### src/scws_pkg.sv
// shared constants, types and helper functions for the spring column wave block
package scws_pkg;

   localparam int COLUMNS           = 64;
   localparam int PIXELS_PER_COLUMN = 15;
   localparam int SPREAD_PASSES     = 4;
   localparam int WAVE_TABLE_LEN    = 24;

   localparam int COL_W  = $clog2(COLUMNS);
   localparam int CNT_W  = 7;
   localparam int PASS_W = (SPREAD_PASSES > 1) ? $clog2(SPREAD_PASSES) : 1;
   localparam int WP_W   = $clog2(WAVE_TABLE_LEN);
   localparam int POS_W  = 10;
   localparam int CFG_W  = 16;

   // pixel to column by reciprocal multiply, exact for every 10-bit position
   localparam int DIV_SHIFT    = 16;
   localparam int SPLASH_RECIP = ((1 << DIV_SHIFT) + PIXELS_PER_COLUMN - 1) / PIXELS_PER_COLUMN;
   localparam int RECIP_W      = DIV_SHIFT + 1;
   localparam int DIVP_W       = POS_W + RECIP_W;

   typedef enum logic [1:0] {
      CSR_TENSION = 2'd0,
      CSR_DAMPING = 2'd1,
      CSR_SPREAD  = 2'd2,
      CSR_ACTIVE  = 2'd3
   } csr_index_type;

   typedef enum logic [4:0] {
      DP_NOP,
      DP_SPR_RD,
      DP_SPR_MUL,
      DP_SPR_SUM,
      DP_SPR_MUL2,
      DP_SPR_WR,
      DP_PRIME_RD,
      DP_PRIME_LD,
      DP_SPD_RD,
      DP_SPD_MUL1,
      DP_SPD_MUL2,
      DP_SPD_SUM,
      DP_SPD_WR,
      DP_EDGE_MUL,
      DP_EDGE_WR0,
      DP_EDGE_WR1,
      DP_OUT_RD,
      DP_OUT_LD,
      DP_SPL_WR
   } dp_op_type;

   typedef enum logic [4:0] {
      ST_IDLE,
      ST_SPL_CHK,
      ST_SPL_MID,
      ST_SPL_LO,
      ST_SPL_HI,
      ST_SPR_RD,
      ST_SPR_MUL,
      ST_SPR_SUM,
      ST_SPR_MUL2,
      ST_SPR_WR,
      ST_PRIME_RD,
      ST_PRIME_LD,
      ST_SPD_RD,
      ST_SPD_MUL1,
      ST_SPD_MUL2,
      ST_SPD_SUM,
      ST_SPD_WR,
      ST_EDGE_MUL,
      ST_EDGE_WR0,
      ST_EDGE_WR1,
      ST_OUT_RD,
      ST_OUT_LD
   } ctrl_state_type;

   typedef struct packed {
      dp_op_type        op;
      logic [COL_W-1:0] col;
      logic             take;
   } dp_cmd_type;

   typedef struct packed {
      logic [COL_W-1:0] last_col;
      logic [POS_W-1:0] splash_idx;
      logic             rsp_busy;
   } dp_sts_type;

   function automatic logic signed [31:0] sat32(input logic signed [63:0] x);
      logic signed [31:0] r;
      if (x > 64'sh0000_0000_7FFF_FFFF) begin
         r = 32'sh7FFF_FFFF;
      end else if (x < -64'sh0000_0000_8000_0000) begin
         r = 32'sh8000_0000;
      end else begin
         r = x[31:0];
      end
      return r;
   endfunction

   // one period of the edge wave, Q16.16
   function automatic logic signed [31:0] wave_entry(input logic [4:0] idx);
      logic signed [31:0] v;
      case (idx)
         5'd0:    v = 32'sd0;
         5'd1:    v = 32'sd12452;
         5'd2:    v = 32'sd24904;
         5'd3:    v = 32'sd36700;
         5'd4:    v = 32'sd46531;
         5'd5:    v = 32'sd55050;
         5'd6:    v = 32'sd60948;
         5'd7:    v = 32'sd64225;
         5'd8:    v = 32'sd64881;
         5'd9:    v = 32'sd63570;
         5'd10:   v = 32'sd58982;
         5'd11:   v = 32'sd52429;
         5'd12:   v = 32'sd43909;
         5'd13:   v = 32'sd33423;
         5'd14:   v = 32'sd21627;
         5'd15:   v = 32'sd9175;
         5'd16:   v = 32'sd0;
         5'd17:   v = -32'sd24904;
         5'd18:   v = -32'sd46531;
         5'd19:   v = -32'sd60948;
         5'd20:   v = -32'sd64881;
         5'd21:   v = -32'sd58982;
         5'd22:   v = -32'sd43909;
         5'd23:   v = -32'sd21627;
         default: v = 32'sd0;
      endcase
      return v;
   endfunction

endpackage

### src/scws_ctrl.sv
// sequencer for splash writes, spring pass, spread passes, edge drive and readout
module scws_ctrl import scws_pkg::*; (
   input  logic       clock,
   input  logic       reset,
   input  logic       req_valid,
   input  logic       req_type,
   output logic       req_ready,
   input  dp_sts_type sts,
   output dp_cmd_type cmd
);

   ctrl_state_type    state_ff, state_in;
   logic [COL_W-1:0]  col_ff, col_in;
   logic [PASS_W-1:0] pass_ff, pass_in;

   always_ff @(posedge clock) begin
      if (reset) begin
         state_ff <= ST_IDLE;
         col_ff   <= '0;
         pass_ff  <= '0;
      end else begin
         state_ff <= state_in;
         col_ff   <= col_in;
         pass_ff  <= pass_in;
      end
   end

   always_comb begin
      state_in  = state_ff;
      col_in    = col_ff;
      pass_in   = pass_ff;
      req_ready = 1'b0;
      cmd.op    = DP_NOP;
      cmd.col   = col_ff;
      cmd.take  = 1'b0;
      unique case (state_ff)
         ST_IDLE: begin
            // no item is taken while reset is held
            req_ready = !reset;
            cmd.take  = req_valid;
            if (req_valid) begin
               col_in   = '0;
               state_in = req_type ? ST_SPL_CHK : ST_SPR_RD;
            end
         end
         ST_SPL_CHK: begin
            if (sts.splash_idx > POS_W'(sts.last_col)) begin
               state_in = ST_IDLE;
            end else begin
               col_in   = sts.splash_idx[COL_W-1:0];
               state_in = ST_SPL_MID;
            end
         end
         ST_SPL_MID: begin
            cmd.op = DP_SPL_WR;
            if (col_ff != '0) begin
               col_in   = col_ff - 1'b1;
               state_in = ST_SPL_LO;
            end else if (col_ff != sts.last_col) begin
               col_in   = col_ff + 1'b1;
               state_in = ST_SPL_HI;
            end else begin
               state_in = ST_IDLE;
            end
         end
         ST_SPL_LO: begin
            cmd.op = DP_SPL_WR;
            if (COL_W'(col_ff + 1'b1) != sts.last_col) begin
               col_in   = COL_W'(col_ff + 2'd2);
               state_in = ST_SPL_HI;
            end else begin
               state_in = ST_IDLE;
            end
         end
         ST_SPL_HI: begin
            cmd.op   = DP_SPL_WR;
            state_in = ST_IDLE;
         end
         ST_SPR_RD: begin
            cmd.op   = DP_SPR_RD;
            state_in = ST_SPR_MUL;
         end
         ST_SPR_MUL: begin
            cmd.op   = DP_SPR_MUL;
            state_in = ST_SPR_SUM;
         end
         ST_SPR_SUM: begin
            cmd.op   = DP_SPR_SUM;
            state_in = ST_SPR_MUL2;
         end
         ST_SPR_MUL2: begin
            cmd.op   = DP_SPR_MUL2;
            state_in = ST_SPR_WR;
         end
         ST_SPR_WR: begin
            cmd.op = DP_SPR_WR;
            if (col_ff == sts.last_col) begin
               col_in   = '0;
               pass_in  = '0;
               state_in = ST_PRIME_RD;
            end else begin
               col_in   = col_ff + 1'b1;
               state_in = ST_SPR_RD;
            end
         end
         ST_PRIME_RD: begin
            cmd.op   = DP_PRIME_RD;
            state_in = ST_PRIME_LD;
         end
         ST_PRIME_LD: begin
            cmd.op   = DP_PRIME_LD;
            state_in = ST_SPD_RD;
         end
         ST_SPD_RD: begin
            cmd.op   = DP_SPD_RD;
            state_in = ST_SPD_MUL1;
         end
         ST_SPD_MUL1: begin
            cmd.op   = DP_SPD_MUL1;
            state_in = ST_SPD_MUL2;
         end
         ST_SPD_MUL2: begin
            cmd.op   = DP_SPD_MUL2;
            state_in = ST_SPD_SUM;
         end
         ST_SPD_SUM: begin
            cmd.op   = DP_SPD_SUM;
            state_in = ST_SPD_WR;
         end
         ST_SPD_WR: begin
            cmd.op = DP_SPD_WR;
            if (col_ff == sts.last_col) begin
               col_in = '0;
               if (pass_ff == PASS_W'(SPREAD_PASSES - 1)) begin
                  state_in = ST_EDGE_MUL;
               end else begin
                  pass_in  = pass_ff + 1'b1;
                  state_in = ST_PRIME_RD;
               end
            end else begin
               col_in   = col_ff + 1'b1;
               state_in = ST_SPD_RD;
            end
         end
         ST_EDGE_MUL: begin
            cmd.op   = DP_EDGE_MUL;
            state_in = ST_EDGE_WR0;
         end
         ST_EDGE_WR0: begin
            cmd.op   = DP_EDGE_WR0;
            state_in = ST_EDGE_WR1;
         end
         ST_EDGE_WR1: begin
            cmd.op   = DP_EDGE_WR1;
            col_in   = '0;
            state_in = ST_OUT_RD;
         end
         ST_OUT_RD: begin
            cmd.op   = DP_OUT_RD;
            state_in = ST_OUT_LD;
         end
         ST_OUT_LD: begin
            cmd.op = DP_OUT_LD;
            if (!sts.rsp_busy) begin
               if (col_ff == sts.last_col) begin
                  state_in = ST_IDLE;
               end else begin
                  col_in   = col_ff + 1'b1;
                  state_in = ST_OUT_RD;
               end
            end
         end
         default: begin
            state_in = ST_IDLE;
         end
      endcase
   end

endmodule

### config.mk
export PLATFORM = sky130hd
export DESIGN_NAME = scws_ctrl
export DESIGN_NICKNAME = d
export VERILOG_FILES = /design/src/scws_pkg.sv /design/src/scws_ctrl.sv
export SDC_FILE = /design/constraint.sdc
export NUM_CORES = 1
export LEC_CHECK = 0
export ABC_AREA = 1
export BUFFER_PORTS_ARGS = -buffer_cell sky130_fd_sc_hd__buf_2
export CORE_MARGIN = 8
export CORE_UTILIZATION = 55
export DETAILED_ROUTE_END_ITERATION = 8
export MAX_ROUTING_LAYER = met4
export PLACE_DENSITY = 0.81
export RECOVER_POWER = 50
export SYNTH_ARGS = -nofsm -noshare
export SYNTH_HDL_FRONTEND = slang
export SYNTH_SLANG_ARGS = --single-unit
### constraint.sdc
create_clock -name clock -period 1.96 [get_ports clock]
set_input_delay 0.294 -clock clock [delete_from_list [all_inputs] [get_ports clock]]
set_output_delay 0.294 -clock clock [all_outputs]
set_load 0.03 [all_outputs]
==> metrics.txt <==
GRT Overall Usage=0.203; initial antenna violation count=0; dpl cell area=2360 µm²; Final Setup Violations=0; Yosys warnings=0; cell mode on critical path=inv_1; GRT overflow=0; Rows=22; RePlAce Congestion=0.965; maximum buffer depth of the clock tree=2; H-tree lvl count=1; Worst-path clk slew=0.06 ns; hold path cells=2; Critical Path AT=1.60 ns; Die Wd=76.6 µm; crit end category=primary output; register area share after synthesis=0.129; post-synthesis register bit count=13; crit-path max cell delay=0.41 ns; slowest CP cell=dfxtp_4; Max-Cap Viols=0; first-pass GRT wire length=9820 µm; Final Skew=0.00147 ns; Lkg Pwr=0.00143 µW; CP Max Fanout=7; startpoint types=flop; Crit path depth=7; drt drc=0; Placed Instances=458; final hold vios=0; Port Buffers=33; Layout Cells excl Fill=466; Final Net Count=452; Post-DP HPWL=5210 µm; min cycle time layout=1.89 ns; final WL=6200 µm; syn_area_per_cell=5.60 µm²; most frequent cells in the layout=109 x nand2_1, 50 x nor2_1, 46 x inv_1, 37 x nand3_1; design area=2490 µm²; Synth Instances=361; status=complete, no violations; hold crit path type=in2reg; height of the die=76.6 µm; die area=5870 µm²; 1st-iter DRT viols=161; initial core utilization=0.561; worst vdd ir=0.000582 V; CP required=1.67 ns; Fmax achieved=528 MHz; share of post-route cells with drive strength above 1=0.261; slew of the pin with the lowest slew margin=0.383 ns; First-pass DRT Iterations=5; cells along the critical path=inv_1 -> nor2_2 -> inv_1 -> o32ai_1 -> inv_1 -> o21ai_0 -> buf_2; Cell Pwr Density=727 nW/µm²; fin crit share=0.966; Root Driver=clkbuf_8; CP delay by family, top=buffers and inverters; CP bufs+invs=4; Skew-Pair Late Insertion Delay=0.25 ns; CTS sink cnt=13; Area Overhead vs Synth=23.4%; CTS buffer count=3; Max Slew Vio Count=0; core area=3610 µm²; largest net degree at the start of global routing=12; most common cell after layout, fill and taps aside=nand2_1; max_slew headroom=0.746; Mapped Nets=394; kind of critical path=reg2out; synthesized cell area=2020 µm²; Routed WL per cell=13.3 µm; Worst Reg-to-Reg Cells=13; vias in the first global route=2219; Ant. Diodes=0; post-synthesis cell type count=39; CTS tree=yes; DRT antenna net count=0; I/O pin count=34; via count=2447; Via density=5.25
## worst reg2reg max path: stages (launching register included)
cell and delay, ns:
dfxtp_4 0.38, inv_2 0.11, ha_4 0.15, inv_1 0.04, nor2_1 0.15, nand3_2 0.17, nor2_4 0.18, inv_2 0.05
nor2_1 0.12, nor2_2 0.06, nand3_2 0.10, nand2_2 0.10, nor2_1 0.09, nor2_1 0.05
## cell type report
class | count | area [µm²]
Clock buffer | 4 | 45.0
Fill cell | 340 | 1110
Inverter | 60 | 229
Multi-Input combinational cell | 284 | 1540
Sequential cell | 13 | 275
Tap cell | 48 | 60.1
Timing Repair Buffer | 57 | 343
## synthesized netlist by cell type (all sizes together)
| master | count | area (µm²) |
|---|---|---|
| o221a | 1 | 11.3 |
| o211ai | 1 | 7.51 |
| o21ai | 7 | 38.8 |
| dfxtp | 13 | 260 |
| xor2 | 9 | 78.8 |
| clkinv | 1 | 5.00 |
| nand3b | 1 | 7.51 |
| a41oi | 1 | 8.76 |
| nor3 | 2 | 15.0 |
| inv | 59 | 224 |
| or2 | 1 | 6.26 |
| a21boi | 1 | 7.51 |
| nand2 | 115 | 449 |
| nor2 | 67 | 323 |
| buf | 4 | 37.5 |
| a21oi | 9 | 45.0 |
| and2 | 1 | 6.26 |
| o21bai | 1 | 7.51 |
| ha | 12 | 150 |
| nand3 | 42 | 235 |
| nand4 | 6 | 37.5 |
| o32ai | 1 | 8.76 |
| o2111ai | 2 | 17.5 |
| o211a | 1 | 10.0 |
| xnor2 | 1 | 8.76 |
| o21a | 1 | 7.51 |
| a211oi | 1 | 7.51 |
## logic make-up (layout without fill, tap and decap cells)
| family | after synthesis | count (layout) | synth area share |
|---|---|---|---|
| xor+xnor | 10 | 10 | 0.0433 |
| simple gates | 235 | 235 | 0.534 |
| flops | 13 | 13 | 0.129 |
| compound gates | 27 | 27 | 0.0879 |
| buf+inv | 64 | 121 | 0.132 |
| fa+ha+maj | 12 | 12 | 0.0743 |
## registers in the layout, indices dropped and copies added, names as in the netlist
| signal | count |
|---|---|
| col_ff | 6 |
| state_ff | 5 |
| pass_ff | 2 |
## repair_timing
item / 4_1_cts / 5_1_grt
resized for setup: 6 / 18
pin swaps: 0 / 1
setup buffers: 0 / 4
endpoints found under the hold margin: 0 / 0
setup endpoints to repair: 8 / 10
hold buffers: 0 / 0
## per-layer routing
metal | up-vias | wire (µm) | global-route usage
met4 | 0 | 132 | 0.0577
met3 | 15 | 298 | 0.0271
met1 | 1084 | 2590 | 0.217
li1 | 1256 | - | -
met5 | - | 0 | -
met2 | 92 | 3180 | 0.378
## stage by stage
| stage | hold WS, ns | worst slack [ns] | power, µW | utilization | TNS (ns) |
|---|---|---|---|---|---|
| 5_1_grt | 0.322 | -0.0145 | 1940 | 0.692 | -0.0145 |
| 2_1_floorplan | 0.363 | 0.0576 | 1130 | - | 0 |
| 3_5_place_dp | 0.528 | -0.0453 | 1490 | 0.655 | -0.163 |
| 6_report | 0.303 | 0.0657 | 1810 | 0.692 | 0 |
| 3_3_place_gp | 0.517 | 0.00298 | 1470 | 0.655 | 0 |
| 4_1_cts | 0.303 | 0.00242 | 1760 | 0.671 | 0 |
## path summary, 6_finish.rpt
kind | from | to | slack [ns]
hold reg to reg | pass_ff[0] | pass_ff[0] | 0.54
setup / recovery | state_ff[2] | cmd[11] | 0.07
setup reg to reg | col_ff[1] | col_ff[5] | 0.10
hold / removal | reset | state_ff[2] | 0.30
## power by group
part           switching [µW]  internal, µW  total (µW)
sequential               92.6           316         408
clock                     109           144         253
combinational             720           431        1150
Power figures use the tool's default switching activity.
